### src/hw/rtl/ktc_pkg.sv
// ----------------------------------------------------------------------------
// ktc_pkg
// Shared constants, types and register codes of the key twinkle colour
// generator.
// ----------------------------------------------------------------------------
package ktc_pkg;

  localparam int KEY_COUNT    = 256;
  localparam int SINE_ENTRIES = 1024;  // power of two, 64 .. 65536
  localparam int SINE_LOG2    = $clog2(SINE_ENTRIES);

  // Keeps the quadrant fraction bits that the sine step resolves.
  localparam logic [15:0] Z_MASK = 16'hFFFF << (18 - SINE_LOG2);

  localparam logic [31:0] HASH_MUL1 = 32'h7feb352d;
  localparam logic [31:0] HASH_MUL2 = 32'h846ca68b;

  // Phase offset: hash mod PHASE_MOD, scaled to Q0.24.
  localparam int PHASE_MOD = 10000;
  localparam int DIV_SHIFT = 45;
  localparam int QUO_W     = 64 - DIV_SHIFT;
  localparam logic [31:0] DIV_MAGIC =
    32'(((64'd1 << DIV_SHIFT) + 64'(PHASE_MOD) - 64'd1) / 64'(PHASE_MOD));
  localparam int REM_W     = 14;
  localparam int OFF_SHIFT = 23;
  localparam logic [33:0] OFF_MUL =
    34'(((64'd1 << (24 + OFF_SHIFT)) + 64'(PHASE_MOD) - 64'd1) / 64'(PHASE_MOD));

  localparam logic [16:0] ONE16    = 17'd65536;
  localparam logic [16:0] POLY_A   = 17'd102944;
  localparam logic [15:0] POLY_B   = 16'd42048;
  localparam logic [12:0] POLY_C   = 13'd4640;
  localparam logic [17:0] SMOOTH_K = 18'd196608;
  localparam logic [24:0] ROUND_HALF = 25'd32768;

  // Quotient bits of the brightness divider, one per stage.
  localparam int Q_W = 17;

  localparam int QUEUE_AW    = 2;
  localparam int QUEUE_DEPTH = 1 << QUEUE_AW;
  localparam logic [QUEUE_AW:0] QUEUE_FULL = {1'b1, {QUEUE_AW{1'b0}}};

  typedef enum logic [2:0] {
    REG_STAR_RED     = 3'd0,
    REG_STAR_GREEN   = 3'd1,
    REG_STAR_BLUE    = 3'd2,
    REG_BACK_RED     = 3'd3,
    REG_BACK_GREEN   = 3'd4,
    REG_BACK_BLUE    = 3'd5,
    REG_LIT_FRACTION = 3'd6,
    REG_RATE_SCALE   = 3'd7
  } ktc_reg_t;

  typedef struct packed {
    logic [7:0]  star_red;
    logic [7:0]  star_green;
    logic [7:0]  star_blue;
    logic [7:0]  back_red;
    logic [7:0]  back_green;
    logic [7:0]  back_blue;
    logic [16:0] lit_fraction;
    logic [15:0] rate_scale;
  } ktc_cfg_t;

  // Classified item handed from front to back.
  typedef struct packed {
    logic [7:0]  key;
    logic [23:0] phase;
    logic        on_board;
  } ktc_item_t;

  typedef struct packed {
    logic [7:0] key;
    logic       live;
  } ktc_tag_t;

endpackage

### src/hw/rtl/ktc_front.sv
// ----------------------------------------------------------------------------
// ktc_front
// Accepts key requests, hashes the key to a phase offset and forms the
// Q0.24 phase of each key.
// ----------------------------------------------------------------------------
module ktc_front import ktc_pkg::*; (
  input  logic        clk,
  input  logic        rst,
  input  ktc_cfg_t    cfg,
  input  logic        in_valid,
  output logic        in_ready,
  input  logic [7:0]  in_key,
  input  logic [31:0] in_stamp,
  output logic        push,
  output ktc_item_t   push_data,
  input  logic        queue_full
);

  logic              en;
  logic [5:0]        vld;
  logic [31:0]       hx0;
  logic [31:0]       mix1, mix2, hash3, hash4;
  logic [7:0]        key1, key2, key3, key4, key5, key6;
  logic [31:0]       stamp1, stamp2;
  logic [39:0]       frac_prod;
  logic [23:0]       frac3, frac4, frac5, frac6;
  logic [63:0]       quo_prod;
  logic [QUO_W-1:0]  quo4;
  logic [31:0]       rem_full;
  logic [REM_W-1:0]  rem5;
  logic [47:0]       off_prod;
  logic [23:0]       off6;

  assign en       = !(vld[5] && queue_full);
  assign in_ready = en;
  assign push     = vld[5] && !queue_full;

  assign hx0       = (32'(in_key) + 32'd1) ^ ((32'(in_key) + 32'd1) >> 16);
  assign frac_prod = stamp2[23:0] * cfg.rate_scale;
  assign quo_prod  = {32'b0, hash3} * {32'b0, DIV_MAGIC};
  assign rem_full  = hash4 - 32'({13'b0, quo4} * 32'(PHASE_MOD));
  assign off_prod  = {34'b0, rem5} * {14'b0, OFF_MUL};

  always_ff @(posedge clk) begin
    if (rst) begin
      vld <= '0;
    end else if (en) begin
      vld <= {vld[4:0], in_valid};
    end
  end

  always_ff @(posedge clk) begin
    if (en) begin
      key1   <= in_key;
      stamp1 <= in_stamp;
      mix1   <= 32'(hx0 * HASH_MUL1);

      key2   <= key1;
      stamp2 <= stamp1;
      mix2   <= 32'((mix1 ^ (mix1 >> 15)) * HASH_MUL2);

      key3   <= key2;
      hash3  <= mix2 ^ (mix2 >> 16);
      frac3  <= frac_prod[23:0];

      key4   <= key3;
      hash4  <= hash3;
      frac4  <= frac3;
      quo4   <= quo_prod[63:DIV_SHIFT];

      key5   <= key4;
      frac5  <= frac4;
      rem5   <= rem_full[REM_W-1:0];

      key6   <= key5;
      frac6  <= frac5;
      off6   <= off_prod[OFF_SHIFT+23:OFF_SHIFT];
    end
  end

  assign push_data.key      = key6;
  assign push_data.phase    = frac6 + off6;
  assign push_data.on_board = 32'(key6) < 32'(KEY_COUNT);

endmodule

### config.mk
export PLATFORM = sky130hd
export DESIGN_NAME = ktc_front
export DESIGN_NICKNAME = d
export VERILOG_FILES = /design/src/hw/rtl/ktc_pkg.sv /design/src/hw/rtl/ktc_front.sv
export SDC_FILE = /design/constraint.sdc
export NUM_CORES = 2
export LEC_CHECK = 0
export BUFFER_PORTS_ARGS = -buffer_cell sky130_fd_sc_hd__buf_2
export CAP_MARGIN = 25
export CORE_ASPECT_RATIO = 1.75
export CORE_MARGIN = 4
export CORE_UTILIZATION = 42
export CTS_CLUSTER_SIZE = 28
export DETAILED_ROUTE_END_ITERATION = 7
export PLACE_DENSITY = 0.61
export SYNTH_ARGS = -nofsm -noshare
export SYNTH_HDL_FRONTEND = slang
export SYNTH_SLANG_ARGS = --single-unit
### constraint.sdc
create_clock -name clk -period 17.9 [get_ports clk]
set_input_delay 3.58 -clock clk [delete_from_list [all_inputs] [get_ports clk]]
set_output_delay 3.58 -clock clk [all_outputs]
set_load 0.03 [all_outputs]
## After elaboration in Yosys (flattened, before gate mapping)

Cells that the tools add are included.

- Bits in registers: 365
- Input port bits: 125
- Output and inout bits: 35
- Logic and storage cells: 36

- Add/sub/neg operators: 3
- Multiply operators: 6
- Bitwise gates (word level): 3
- Reductions and logical operators: 4

Operators with widths:

| operator | count |
|---|---|
| 32-bit by 32-bit multiplier with 64-bit output (second input constant) | 1 |
| 14-bit by 32-bit multiplier with 45-bit output (second input constant) | 1 |
| 32-bit by 32-bit multiplier with 32-bit output (second input constant) | 1 |
| 9-bit by 31-bit multiplier with 32-bit output (second input constant) | 1 |
| 32-bit by 16-bit XOR with 32-bit output | 1 |
| 32-bit by 17-bit XOR with 32-bit output | 1 |
| 24-bit adder | 1 |
| 24-bit by 16-bit multiplier with 24-bit output | 1 |
| 19-bit by 10-bit multiplier with 10-bit output (second input constant) | 1 |
| 14-bit subtractor | 1 |
| 8-bit by 1-bit adder with 9-bit output (second input constant) | 1 |
| 9-bit by 1-bit XOR with 9-bit output (second input constant) | 1 |
| 1-bit logical AND | 2 |
| 1-bit logical NOT | 2 |

## Depth between registers and ports, before layout

- Depth in word-level cells: 3
- Gate-level depth with buffers: 27
- Depth with buffers taken out: 27

## Worst setup path after synthesis

No wires, ideal clock.

- Kind: input to output
- From: input port queue_full
- To: output port in_ready
- Arrival time: 11.332 ns
- Data required time: 14.320 ns
- Slack: 2.988 ns
- Stages on the path: 2
- Buffers on the path: 1
- Path through: clkbuf_1 > nand2_1

- Cells in the longest elaborated chain, start to end: 2

RTL lines:

| item | line | source |
|---|---|---|
| from (decl) | ktc_front.sv:16 | `input logic queue_full` |
| 1-bit logical AND | ktc_front.sv:34 | `assign en = !(vld[5] && queue_full);` |
| 1-bit logical NOT | ktc_front.sv:34 |  |
| to (decl) | ktc_front.sv:11 | `output logic in_ready,` |

Every way passes these cells.

## Final worst setup path

- From: input port cfg[1] (netlist name)
- To: register frac3[23], data pin

- Cells in the longest elaborated chain, start to end: 1

RTL lines:

| item | line | source |
|---|---|---|
| from (decl) | ktc_front.sv:9 | `input ktc_cfg_t cfg,` |
| 24-bit by 16-bit multiplier with 24-bit output | ktc_front.sv:39 | `assign frac_prod = stamp2[23:0] * cfg.rate_scale;` |
| via frac_prod[23] | ktc_front.sv:25 | `logic [39:0] frac_prod;` |
| to (signal assigned) | ktc_front.sv:64 | `frac3 <= frac_prod[23:0];` |
| to (decl) | ktc_front.sv:26 | `logic [23:0] frac3, frac4, frac5, frac6;` |

The timed path passes the listed nets, and every way through them passes these cells.
A chain may end at the register's enable or synchronous reset.

==> key figures <==
Global route
  – Initial antenna violation count: 0
  – Global-route wire length before repair: 214.5 mm
  – Number of global-route vias before repair: 39020
  – Pin count of the biggest net entering global routing: 176
  – Total gr overflow: 0
  – GRT Overall Usage: 20.69%

Timing
  – Post-route setup TNS: 0 ps
  – Final setup fails: 0
  – Actual slew at the worst max-slew pin: 964.1 ps
  – Fin. Hold Viols: 0
  – Min cycle time layout: 9392 ps
  – Clock Skews: 16.10 ps
  – Max Slew Vio Count: 0
  – Final period utilization: 52.47%
  – Fmax: 106.5 MHz
  – Slew HR: 35.73%
  – RSZ-0062 raised after global routing: no

Yosys
  – Mapped Avg Cell Area: 11.09 sq um
  – Post-synth EDFFs: 350
  – Syn Inst Count: 4915
  – Syn Nets: 6897
  – Register bit total from synthesis: 356
  – Yosys top cell by area: fa_1
  – Ys async rst share: 0%
  – Top FF cell, synth: edfxtp_1
  – Sequential share of the synthesized area: 19.51%
  – Post-synth top area share: 37.18%
  – Mapped cell area: 0.05449 sq mm
  – Unique masters post-synth: 65
  – Ys Warns: 0
  – Synth top area cells: fa_1, ha_1, edfxtp_1, inv_1, xnor2_1

Worst hold path
  – Hold Path Depth: 0
  – Hold_sp: key3[5]
  – Worst hold path type: flop to flop
  – Worst Hold End: key4[5]

CTS
  – Number of buffers created by CTS: 37
  – Post-CTS setup buffers: 0
  – Clock latency on the worst-skew pair: 600 ps
  – Clk Tree Root Cell: clkbuf_16
  – CTS resizes: 0
  – H-tree levels: 2
  – Cts hold-fix bufs: 0
  – Longest Clk Path Bufs: 3
  – CTS sink cnt: 356
  – CTS tree: done
  – Reg clk slew, reported paths: 70 ps

Placed design
  – IO Port Bufs: 85
  – DP Wirelength: 116.6 mm
  – Gpl congestion: 0.9936

Detailed routing
  – Post-route ant nets: 0
  – Routed wire length: 135.3 mm
  – Wire length per cell: 20.09 um
  – Average via count per standard cell: 5.038
  – Via count: 33920
  – Initial DRC count: 1218
  – Drt first pass iters: 5
  – # DRC: 0

Final layout
  – Register area: 0.01063 sq mm
  – N_diodes: 0
  – Most common cell after layout, fill and taps aside: inv_1
  – Area occupied by multi-input gates: 0.03845 sq mm
  – Number of fillers in the final layout: 11930
  – Share of cells above drive strength 1: 4.110%
  – P&R area growth vs syn: 7.238%
  – Most frequent cells in the layout: inv_1, fa_1, ha_1, edfxtp_1, nand2_1
  – Final net count: 7017

Setup path
  – FF-to-FF setup slack: 9320 ps
  – FF-to-FF Start: hash3[2]
  – CP required: 18240 ps
  – Worst path arrival time: 9740 ps
  – Reg-to-reg endpoint: quo4[9]
  – Worst reg2reg path depth: 24
  – Critical path class: input port to flop
  – Startpoint types: input port
  – Crit path max fanout: 23
  – Crit end category: flop

Run
  – Max-cap violations: 0

Die
  – Full die area: 0.1358 sq mm
  – Starting Density: 42.35%
  – FP Rows: 174
  – I/O pins: 160
  – Die Span X: 280.3 um
  – Core footprint: 0.1287 sq mm
  – Die height: 484.5 um

Outcome
  – Outcome: complete, no violations
-- per-stage QoR --
step,cells,area (sq um),hold slack [ps],setup slack (ps),util (%)
6_report,6733,58430,413.2,8508,45.42
5_1_grt,6733,58430,411.3,8233,45.42
4_1_cts,6733,58430,407.8,8570,45.42
3_3_place_gp,6666,57160,400.5,7997,44.43
2_1_floorplan,4915,54490,400.3,2988,-
3_5_place_dp,6668,57170,404.5,7905,44.44
-- flip-flops by register name, summed over array words and instances (netlist names), 24 cells and up --
register,count
frac6,24
stamp1,24
mix1,32
frac5,24
stamp2,24
frac4,24
frac3,24
mix2,32
off6,24
hash3,32
-- routing by layer --
layer | GRT usage (%) | share of wire, %
met1 | 20.36 | 33
met2 | 40.31 | 56
met3 | 1.899 | 2.7
met4 | 13.95 | 8.6
met5 | 0 | 0
-- logic make-up (layout without fill, tap and decap cells) --
kind of cell	after synthesis	in the layout	share of synthesized area (%)
adder cells (fa/ha/maj)	1857	1857	56.58
buffers and inverters	1442	1588	9.940
other	1	1	0.006882
AO/OA/AOI/OAI	375	375	4.420
flip-flops	356	356	19.51
AND/OR/NAND/NOR	626	626	5.371
XOR/XNOR	258	258	4.172
-- cells in the mapped netlist, types with 4 or more instances --
cell type  instances
inv_1           1394
fa_1            1012
ha_1             845
edfxtp_1         350
nand2_1          271
xnor2_1          165
a21oi_1          123
nor2_1            98
xor2_1            92
and2_1            87
o21ai_0           57
a21o_1            55
nand3_1           49
clkbuf_1          47
o21a_1            28
nor3_1            24
nand2b_1          20
nand4_1           16
nor2b_1           16
a31oi_1           12
o21bai_1          12
o21ai_1           11
and3_1            10
a211oi_1           9
or3_1              9
a2111oi_0          8
a21boi_0           7
o211ai_1           7
or2_2              7
dfxtp_1            6
a211o_1            5
or4_1              5
a31o_2             4
-- final cells by class --
cell class / instances / share of cell area (%)
clock buffers: 42 / 1.617
repair buffers: 129 / 1.315
multi-input cells: 3117 / 65.80
flip-flops and latches: 356 / 18.19
well taps: 1672 / 3.580
clock inverters: 23 / 0.5396
inverters: 1394 / 8.954
-- worst max-delay path, cell delays in order --
cell and delay [ps]:
buf_2 460, nand2_1 160, fa_1 560, inv_1 60
fa_1 540, inv_1 60, fa_1 510, inv_1 60
fa_1 550, inv_1 50, fa_1 480, inv_1 50
fa_1 440, ha_1 350, or3_1 380, o21ai_0 100
a31oi_1 120, a41o_1 330, or4_1 420, a31oi_2 220
o21ai_1 120, xnor2_1 140
-- how the worst max path moves through the flow --
stage | startpoint | end | cells after the start | slack (ps)
6_report | cfg[1] | frac3[23] | 22 | 8510
5_1_grt | cfg[1] | frac3[23] | 22 | 8230
4_1_cts | cfg[1] | frac3[23] | 22 | 8570
3_5_place_dp | cfg[1] | frac3[23] | 22 | 7910
3_3_place_gp | cfg[1] | frac3[23] | 22 | 8000
2_1_floorplan | queue_full | in_ready | 2 | 2990
Power is left out: the tool's default activity adds up to more than one toggle a clock period on the data nets, which glitch-free logic cannot reach.
