--- src/hw/rtl/ktc_pkg.sv ---
// ----------------------------------------------------------------------------
// ktc_pkg
// Shared constants, types and register codes of the key twinkle colour
// generator.
// ----------------------------------------------------------------------------
package ktc_pkg;

  localparam int KEY_COUNT    = 256;
  localparam int SINE_ENTRIES = 1024;  // power of two, 64 .. 65536
  localparam int SINE_LOG2    = $clog2(SINE_ENTRIES);

  // Keeps the quadrant fraction bits that the sine step resolves.
  localparam logic [15:0] Z_MASK = 16'hFFFF << (18 - SINE_LOG2);

  localparam logic [31:0] HASH_MUL1 = 32'h7feb352d;
  localparam logic [31:0] HASH_MUL2 = 32'h846ca68b;

  // Phase offset: hash mod PHASE_MOD, scaled to Q0.24.
  localparam int PHASE_MOD = 10000;
  localparam int DIV_SHIFT = 45;
  localparam int QUO_W     = 64 - DIV_SHIFT;
  localparam logic [31:0] DIV_MAGIC =
    32'(((64'd1 << DIV_SHIFT) + 64'(PHASE_MOD) - 64'd1) / 64'(PHASE_MOD));
  localparam int REM_W     = 14;
  localparam int OFF_SHIFT = 23;
  localparam logic [33:0] OFF_MUL =
    34'(((64'd1 << (24 + OFF_SHIFT)) + 64'(PHASE_MOD) - 64'd1) / 64'(PHASE_MOD));

  localparam logic [16:0] ONE16    = 17'd65536;
  localparam logic [16:0] POLY_A   = 17'd102944;
  localparam logic [15:0] POLY_B   = 16'd42048;
  localparam logic [12:0] POLY_C   = 13'd4640;
  localparam logic [17:0] SMOOTH_K = 18'd196608;
  localparam logic [24:0] ROUND_HALF = 25'd32768;

  // Quotient bits of the brightness divider, one per stage.
  localparam int Q_W = 17;

  localparam int QUEUE_AW    = 2;
  localparam int QUEUE_DEPTH = 1 << QUEUE_AW;
  localparam logic [QUEUE_AW:0] QUEUE_FULL = {1'b1, {QUEUE_AW{1'b0}}};

  typedef enum logic [2:0] {
    REG_STAR_RED     = 3'd0,
    REG_STAR_GREEN   = 3'd1,
    REG_STAR_BLUE    = 3'd2,
    REG_BACK_RED     = 3'd3,
    REG_BACK_GREEN   = 3'd4,
    REG_BACK_BLUE    = 3'd5,
    REG_LIT_FRACTION = 3'd6,
    REG_RATE_SCALE   = 3'd7
  } ktc_reg_t;

  typedef struct packed {
    logic [7:0]  star_red;
    logic [7:0]  star_green;
    logic [7:0]  star_blue;
    logic [7:0]  back_red;
    logic [7:0]  back_green;
    logic [7:0]  back_blue;
    logic [16:0] lit_fraction;
    logic [15:0] rate_scale;
  } ktc_cfg_t;

  // Classified item handed from front to back.
  typedef struct packed {
    logic [7:0]  key;
    logic [23:0] phase;
    logic        on_board;
  } ktc_item_t;

  typedef struct packed {
    logic [7:0] key;
    logic       live;
  } ktc_tag_t;

endpackage

--- src/hw/rtl/ktc_queue.sv ---
// ----------------------------------------------------------------------------
// ktc_queue
// Small register queue between the front and back pipelines.
// ----------------------------------------------------------------------------
module ktc_queue import ktc_pkg::*; (
  input  logic      clk,
  input  logic      rst,
  input  logic      push,
  input  ktc_item_t push_data,
  output logic      full,
  input  logic      pop,
  output ktc_item_t pop_data,
  output logic      empty
);

  ktc_item_t             slots [QUEUE_DEPTH];
  logic [QUEUE_AW-1:0]   wr_ptr, rd_ptr;
  logic [QUEUE_AW:0]     count;

  assign full     = count == QUEUE_FULL;
  assign empty    = count == '0;
  assign pop_data = slots[rd_ptr];

  always_ff @(posedge clk) begin
    if (rst) begin
      wr_ptr <= '0;
      rd_ptr <= '0;
      count  <= '0;
    end else begin
      if (push) begin
        wr_ptr <= wr_ptr + 1'b1;
      end
      if (pop) begin
        rd_ptr <= rd_ptr + 1'b1;
      end
      case ({push, pop})
        2'b10:   count <= count + 1'b1;
        2'b01:   count <= count - 1'b1;
        default: count <= count;
      endcase
    end
  end

  always_ff @(posedge clk) begin
    if (push) begin
      slots[wr_ptr] <= push_data;
    end
  end

endmodule

--- config.mk ---
export PLATFORM = sky130hd
export DESIGN_NAME = ktc_queue
export DESIGN_NICKNAME = d
export VERILOG_FILES = /design/src/hw/rtl/ktc_pkg.sv /design/src/hw/rtl/ktc_queue.sv
export SDC_FILE = /design/constraint.sdc
export NUM_CORES = 1
export LEC_CHECK = 0
export BUFFER_PORTS_ARGS = -buffer_cell sky130_fd_sc_hd__buf_2
export CAP_MARGIN = 5
export CORE_MARGIN = 10
export CORE_UTILIZATION = 56
export CTS_CLUSTER_DIAMETER = 50
export DETAILED_ROUTE_END_ITERATION = 7
export MAX_ROUTING_LAYER = met4
export PLACE_DENSITY = 0.87
export SLEW_MARGIN = 30
export SYNTH_ARGS = -nofsm -noshare
export SYNTH_HDL_FRONTEND = slang
export SYNTH_SLANG_ARGS = --single-unit
--- constraint.sdc ---
create_clock -name clk -period 2.2 [get_ports clk]
set_input_delay 0.22 -clock clk [delete_from_list [all_inputs] [get_ports clk]]
set_output_delay 0.22 -clock clk [all_outputs]
set_load 0.01 [all_outputs]
**Word level (Yosys, flattened, before mapping)**

Memory sizes are Yosys's and may differ from the RTL's. A register that Yosys moved wholly into a read port is not among the register bits.
Cells that the tools add are included.

- Bits in registers: 7
- Memory bits (writable): 132
- Word-level logic and storage cells: 18
- Memories: 1

Memories:

| name | depth | width | rd ports | clocked after Yosys merged registers in | write ports | line | source |
|---|---|---|---|---|---|---|---|
| slots | 4 | 33 | 1 | 1 | 1 | ktc_queue.sv:16 | `ktc_item_t slots [QUEUE_DEPTH];` |

- Add/sub/neg operators: 4
- Eq/ne operators: 3
- Mux-type cells: 5
- Reductions and logical operators: 2

Operators with widths:

| cell | count |
|---|---|
| one-hot mux 3 bit (2 select lines) | 1 |
| adder 2 x 1 -> 2 bit, second input constant | 2 |
| 2-to-1 mux 2 bit | 2 |
| adder 3 x 1 -> 3 bit, second input constant | 1 |
| equality test 3 bit, second input constant | 1 |
| logical NOT 3 bit | 1 |
| subtractor 3 x 1 -> 3 bit, second input constant | 1 |
| equality test 2 x 1 -> 1 bit, second input constant | 1 |
| equality test 2 bit, second input constant | 1 |
| 2-to-1 mux 1 bit | 2 |
| nonzero test 2 bit | 1 |

**Longest topological paths before layout**

Gate-level depths: netlist (run 1).

- Depth after elaboration: 3
- Depth in mapped cells: 7
- Mapped depth without buffers: 7

**Worst setup path before layout (run 1)**

Ideal clock, no wire load.

- Path kind: register to register
- Start: reg wr_ptr[0]
- End: mem slots[2][0] (netlist bit) (enable)
- Setup time: 393 ps
- Arrival: 1,354 ps
- Path slack: 453 ps
- Stages on the path, launching flop included: 4
- Path buffers: 0
- Cells stage by stage: dfxtp_1 -> inv_1 -> ha_1 -> and2_1

RTL lines:

| what | line | source |
|---|---|---|
| start: declaration | ktc_queue.sv:17 | `logic [QUEUE_AW-1:0] wr_ptr, rd_ptr;` |
| start signal: assignment | ktc_queue.sv:31 | `wr_ptr <= wr_ptr + 1'b1;` |
| end: declaration | ktc_queue.sv:16 |  |

Straight into the memory's write port.

==> impl_results.md, run 1 <==
* Most numerous cell in the Yosys netlist: edfxtp_1
* Worst Reg-to-Reg Cells at 3
* Clk buf depth at 2
* Total track usage at roughly 16%
* Dominant synthesized flop cell: edfxtp_1
* CTS Sinks at 141
* Row Count at 35
* Number of synthesized flops with an enable pin at between 100 and 150
* Routed wire per std cell at ~21 um
* DR iter-0 viols at 190
* Static leakage at between 2 and 2.5 nW
* Net Sw Power at 1.456 mW
* Internal power at around 4.9 mW
* DRC violations left at 0
* Final max-slew violation count at 0
* Clock power share at between 40% and 50%
* Final Power at roughly 6.4 mW
* Clock root cell: clkbuf_8
* Number of vias per cell at 5.464
* Synth Warn # at 0
* Worst reg2reg startpoint: wr_ptr[0]
* Die Area at ~14000 um2
* Fmax at ~0.47 GHz
* Flops & latches, synth at between 100 and 150
* CP bufs+invs at 2
* Worst Slack Setup Final at around 93 ps
* Post-CTS Setup Bufs at 0
* Post-synth top cells: 132 x edfxtp_1, 30 x mux4_2, 9 x dfxtp_1, 8 x nor2_1, 6 x inv_1
* Critical Path End: pop_data[17]
* Fin Clk Skew at ~7.9 ps
* Critical path depth at 3
* Final Net Count at between 300 and 400
* Slew @ Worst Pin at roughly 900 ps
* Vias in the first global route at 2801
* Placer congestion estimate at 0.7372
* Clk_lat worst skew at slightly above 500 ps
* Clock slew at reported path FFs at roughly 60 ps
* Register area share after synthesis at between 70 and 80%
* Post-synth ARST share at 0%
* CTS tree: yes
* Hold crit path type: in2reg
* Cell Count, Final, Fillers Out at 466
* Netlist Area Pre-Place at ~5200 um2
* Share of cells above drive strength 1 at slightly above 40%
* IO Port Bufs at between 70 and 80
* Top cell type's share of synthesized area at roughly 76%
* Initial core utilization at between 50 and 60%
* Max cap viols at 0
* Reg-to-reg setup timing slack at 480 ps
* Antenna violations before repair at 0
* Crit-path slowest cell: mux4_2
* Global-route wire length before repair at 15550 um
* Final worst path period share at between 90% and 100%
* Placed insts at 400
* Syn Nets at 263
* Gr ovfl total at 0
* Vias at 2546
* Mapped Cells at between 200 and 250
* Synth area leader: edfxtp_1
* RSZ-0062 raised after global routing: true
* Post-synth cell types at 22
* Min Tclk post-route at 2107 ps
* Worst path arrival time at 1890 ps
* Die width at 116.8 um
* Largest net degree at the start of global routing at 34
* Nature of the critical path endpoint: output port
* ANT nets after route at 0
* Combinational Power Share at about a tenth
* WL final at between 9000 and 10000 um
* First-pass detailed-route iteration total at 4
* Worst setup path class: reg2out
* Required @ worst endpoint at around 2000 ps
* Relative slew slack at 39.45%
* Fin Hold WS at between 50 and 60 ps
* Core area at between 9000 and 10000 um2
* Final setup vio count at 0
* Largest fanout on the critical path at 12
* Flop pwr share at between 40% and 50%
* Htree depth at 4
* Worst-path cell chain: buf_12 > mux4_2 > buf_2
* Sw Ratio at a little under a quarter
* Largest delay share family, worst path: multiplexers
* Critical Path Max Stage Delay at roughly 540 ps
* FF-to-FF End: slots[0][24]
* Final Hold Vio Count at 0
* CTS Buf Count at 17
* Die span in y at ~120 um
* Synth top area cells: edfxtp_1 76%, mux4_2 13%, dfxtp_1 3.4%
* Setup tns final at 0 ps
* Pre-CTS setup slack at about 460 ps
* P&R area growth vs syn at 26.56%
* Dpl hpwl at a little over 6000 um
* Syn_area_per_cell at ~24 um2
* Pwr per Cell Area at roughly 960 nW/um2
* Critical Path Source Type: flop
* Outcome: finished clean
* Peak supply drop at a little over 0.0007 V
* Boundary pin count at 72
* ANT cells at 0
how the worst min path moves through the flow:
stage / startpoint / end / slack [ps] / cells past startpoint
2_1_floorplan: push_data[0] / slots[0][0] / 320 / 0
3_3_place_gp: push_data[4] / slots[0][4] / 430 / 1
3_5_place_dp: push_data[7] / slots[2][7] / 440 / 1
4_1_cts: push / wr_ptr[0] / 30 / 3
5_1_grt: pop / rd_ptr[0] / 50 / 3
6_report: pop / rd_ptr[0] / 50 / 3
layout by cell type, fill, tap and decap left out, types with 2 or more instances in the layout:
cell,Yosys,layout
and2_2,0,4
buf_2,3,71
xnor2_1,2,2
clkinv_4,0,3
ha_1,5,5
dlygate4sd3_1,0,34
edfxtp_1,132,132
clkbuf_16,0,16
mux4_2,30,32
clkinvlp_4,0,4
inv_6,0,5
nor2_1,8,8
buf_12,3,3
buf_4,0,2
buf_6,1,2
inv_1,6,6
xor2_1,3,3
dfxtp_1,9,7
a21oi_1,2,2
flip-flops by register name, summed over array words and instances (netlist names), named ones only:
name / cells
slots: 132
count: 3
rd_ptr: 2
wr_ptr: 2
power by group through the flow:
stage	clock network [mW]	logic, mW	registers (mW)
after CTS	2.65	0.632	3.13
final	2.61	0.624	3.13
after detailed placement	0	0.582	3.19
after global placement	0	0.565	3.18
after floorplan	0	0.377	3.16
after global routing	2.76	0.684	3.15
per-stage QoR:
step	area (um2)	util (%)
2_1_floorplan	5243	-
3_3_place_gp	5741	62.42
3_5_place_dp	5741	62.42
4_1_cts	6635	72.15
5_1_grt	6635	72.15
6_report	6635	72.15
routing by layer:
| layer | vias to the layer above | part of all wire, % | track usage, % | wire (um) |
|---|---|---|---|---|
| met3 | 14 | 5.6 | 5.342 | 549 |
| met2 | 73 | 53 | 26.25 | 5207 |
| met4 | 0 | 1.3 | 5.766 | 127 |
| met1 | 1306 | 40 | 18.26 | 4001 |
| li1 | 1153 | - | - | - |
| met5 | - | 0 | - | 0 |
repair_timing:
| item | CTS | global route |
|---|---|---|
| endpoints found under the hold margin | 141 | 0 |
| endpoints found under the setup margin | 21 | 9 |
| gates resized for setup | 1 | 4 |
| pin swaps | 0 | 0 |
| hold buffers | 34 | 0 |
area by class of cell:
type	instances	area [um2]
clock inverters	14	133.9
flip-flops and latches	141	4149
inverters	6	22.52
fillers	530	2561
well taps	111	138.9
repair buffers	112	793.3
clock buffers	18	417.9
multi-input cells	64	979.7
tightest hold or removal path, stage by stage:
cell and delay [ps]:
buf_2 120, xnor2_1 90, nor2_1 80
cell families (layout without fill, tap and decap cells):
family	after synthesis	after routing	synth area share (%)
compound gates	3	3	0.2863
xor+xnor	5	5	0.8355
flops	141	141	79.05
buf+inv	15	150	2.220
simple gates	16	16	1.456
mux	34	34	14.58
fa+ha+maj	6	6	1.575
No activity file was read; power rests on OpenSTA's default activity.
==> inputs of run 2 (changes only) <==
CELL_PAD_IN_SITES_DETAIL_PLACEMENT = 0   (was default)
CELL_PAD_IN_SITES_GLOBAL_PLACEMENT = 2   (was default)
CORE_UTILIZATION = 44   (was 56)
==> impl_results.md, run 2 (synthesized netlist as in run 1, its figures left out) <==
* Outcome: finished clean
* Sw Ratio at 21.01%
* Net Sw Power at ~1.4 mW
* Total track usage at about an eighth
* Clk buf depth at 2
* Row Count at 39
* Setup tns final at 0 ps
* Fmax at slightly below 0.5 GHz
* Share of cells above drive strength 1 at 43.17%
* Clock root cell: clkbuf_16
* Pwr per Cell Area at ~1000 nW/um2
* DR iter-0 viols at roughly 150
* Die span in y at ~130 um
* Worst setup path class: reg2out
* Top reg by flops: slots
* Die Area at 16680 um2
* Critical Path Source Type: flop
* Vias in the first global route at between 2k and 3k
* Antenna violations before repair at 0
* Peak supply drop at 0.0004906 V
* Final instance area at approximately 6400 um2
* Internal power at a little over 5 mW
* Hold crit path type: in2reg
* Dpl hpwl at around 5700 um
* Gr ovfl total at 0
* Largest fanout on the critical path at 9
* CTS tree: yes
* Largest regs: slots: 132 flops, count: 3 flops
* Static leakage at ~2.2 nW
* Clk_lat worst skew at roughly 410 ps
* Relative slew slack at a little under two fifths
* Dpl cell area at between 5000 and 6000 um2
* Critical Path End: pop_data[2]
* Final max-slew violation count at 0
* Largest net degree at the start of global routing at 34
* Worst path arrival time at 1800 ps
* Nature of the critical path endpoint: output port
* Largest register FFs at around 130
* Vias at between 2k and 2.5k
* WL final at between 9000 and 10000 um
* Placed insts at roughly 430
* Final Hold Vio Count at 0
* Initial core utilization at 45.33%
* Placer congestion estimate at between 0.6 and 0.7
* Global-route wire length before repair at 14490 um
* Combinational Power Share at slightly below 9%
* Final setup vio count at 0
* Final worst path period share at about nine tenths
* Clock slew at reported path FFs at ~60 ps
* Core area at 11560 um2
* First-pass detailed-route iteration total at 4
* ANT cells at 0
* Fin Clk Skew at 6.993 ps
* Final Net Count at about 350
* Post-layout util at a little under three fifths
* Commonest non-fill, non-tap cell in the layout: edfxtp_1
* CTS Sinks at around 140
* Reg-to-reg setup timing slack at 470 ps
* Min Tclk post-route at roughly 2000 ps
* Boundary pin count at 72
* Worst Reg-to-Reg Cells at 3
* Required @ worst endpoint at approximately 2000 ps
* Flop pwr share at about half
* Most frequent cells in the layout: 132 x edfxtp_1, 71 x buf_2, 30 x mux4_2
* CTS Buf Count at 17
* P&R area growth vs syn at 21.58%
* ANT nets after route at 0
* Cell Count, Final, Fillers Out at about 470
* FF-to-FF End: slots[0][14]
* IO Port Bufs at slightly above 70
* Clock power share at approximately 43%
* Fin Hold WS at approximately 25 ps
* DRC violations left at 0
* Worst reg2reg startpoint: wr_ptr[0]
* Htree depth at 4
* Number of vias per cell at between 5 and 6
* Slew @ Worst Pin at ~940 ps
* RSZ-0062 raised after global routing: false
* Max cap viols at 0
* Routed wire per std cell at just under 20 um
* Die width at about 130 um
## run 2: changes by cell type in the layout (fill, tap and decap cells not counted), moves of 3 or more
cell,delta
dlygate4sd3_1,-32
inv_6,-3
clkinv_2,+3
clkinv_4,-3
clkinvlp_4,-3
clkinv_1,+3
## run 2: worst min-delay path by stage
| stage | from | end | slack, ps | cells after the start |
|---|---|---|---|---|
| 6_report | push_data[20] | slots[2][20] | 30 | 1 |
| 5_1_grt | push_data[19] | slots[2][19] | 10 | 1 |
| 4_1_cts | push_data[4] | slots[0][4] | 0.5 | 1 |
| 3_5_place_dp | push_data[5] | slots[2][5] | 440 | 1 |
| 3_3_place_gp | push_data[31] | slots[1][31] | 430 | 1 |
| 2_1_floorplan | push_data[0] | slots[0][0] | 320 | 0 |
## run 2: what timing repair did
item,4_1_cts,5_1_grt
resized for setup,0,1
endpoints found under the hold margin,6,0
setup buffers,0,0
hold buffers,2,0
setup endpoints to repair,0,9
## run 2: critical path: stages (launching register included)
cell,delay (ps)
dfxtp_4,450
buf_4,250
mux4_2,540
buf_2,160
## run 2: per-layer routing
metal	up-vias	GRT usage (%)	wire length, um
met5	-	-	0
met1	1210	13.24	3703
met3	9	5.220	765
met4	0	5.418	107
li1	1092	-	-
met2	94	19.11	4636
## run 2: power groups by stage
stage	Sequential (mW)	Combinational [mW]	Clock [mW]
after floorplan	3.16	0.377	0
after global placement	3.18	0.573	0
after detailed placement	3.19	0.580	0
after CTS	3.13	0.585	2.84
after global routing	3.14	0.627	2.97
final	3.13	0.567	2.78
## run 2: metrics by stage
stage / worst slack, ps / power (mW)
2_1_floorplan: 452.8 / 3.534
4_1_cts: 17.92 / 6.562
3_5_place_dp: 430.7 / 3.768
3_3_place_gp: 489.3 / 3.754
5_1_grt: 44.86 / 6.736
6_report: 176.6 / 6.477
## run 2: cell type report
class / count / area, um2
inverter: 6 / 22.52
fill: 888 / 5191
timing repair buffer: 79 / 457.9
clock buffer: 19 / 432.9
sequential: 141 / 4149
multi-input combinational: 64 / 987.2
tap: 143 / 178.9
clock inverter: 13 / 145.1
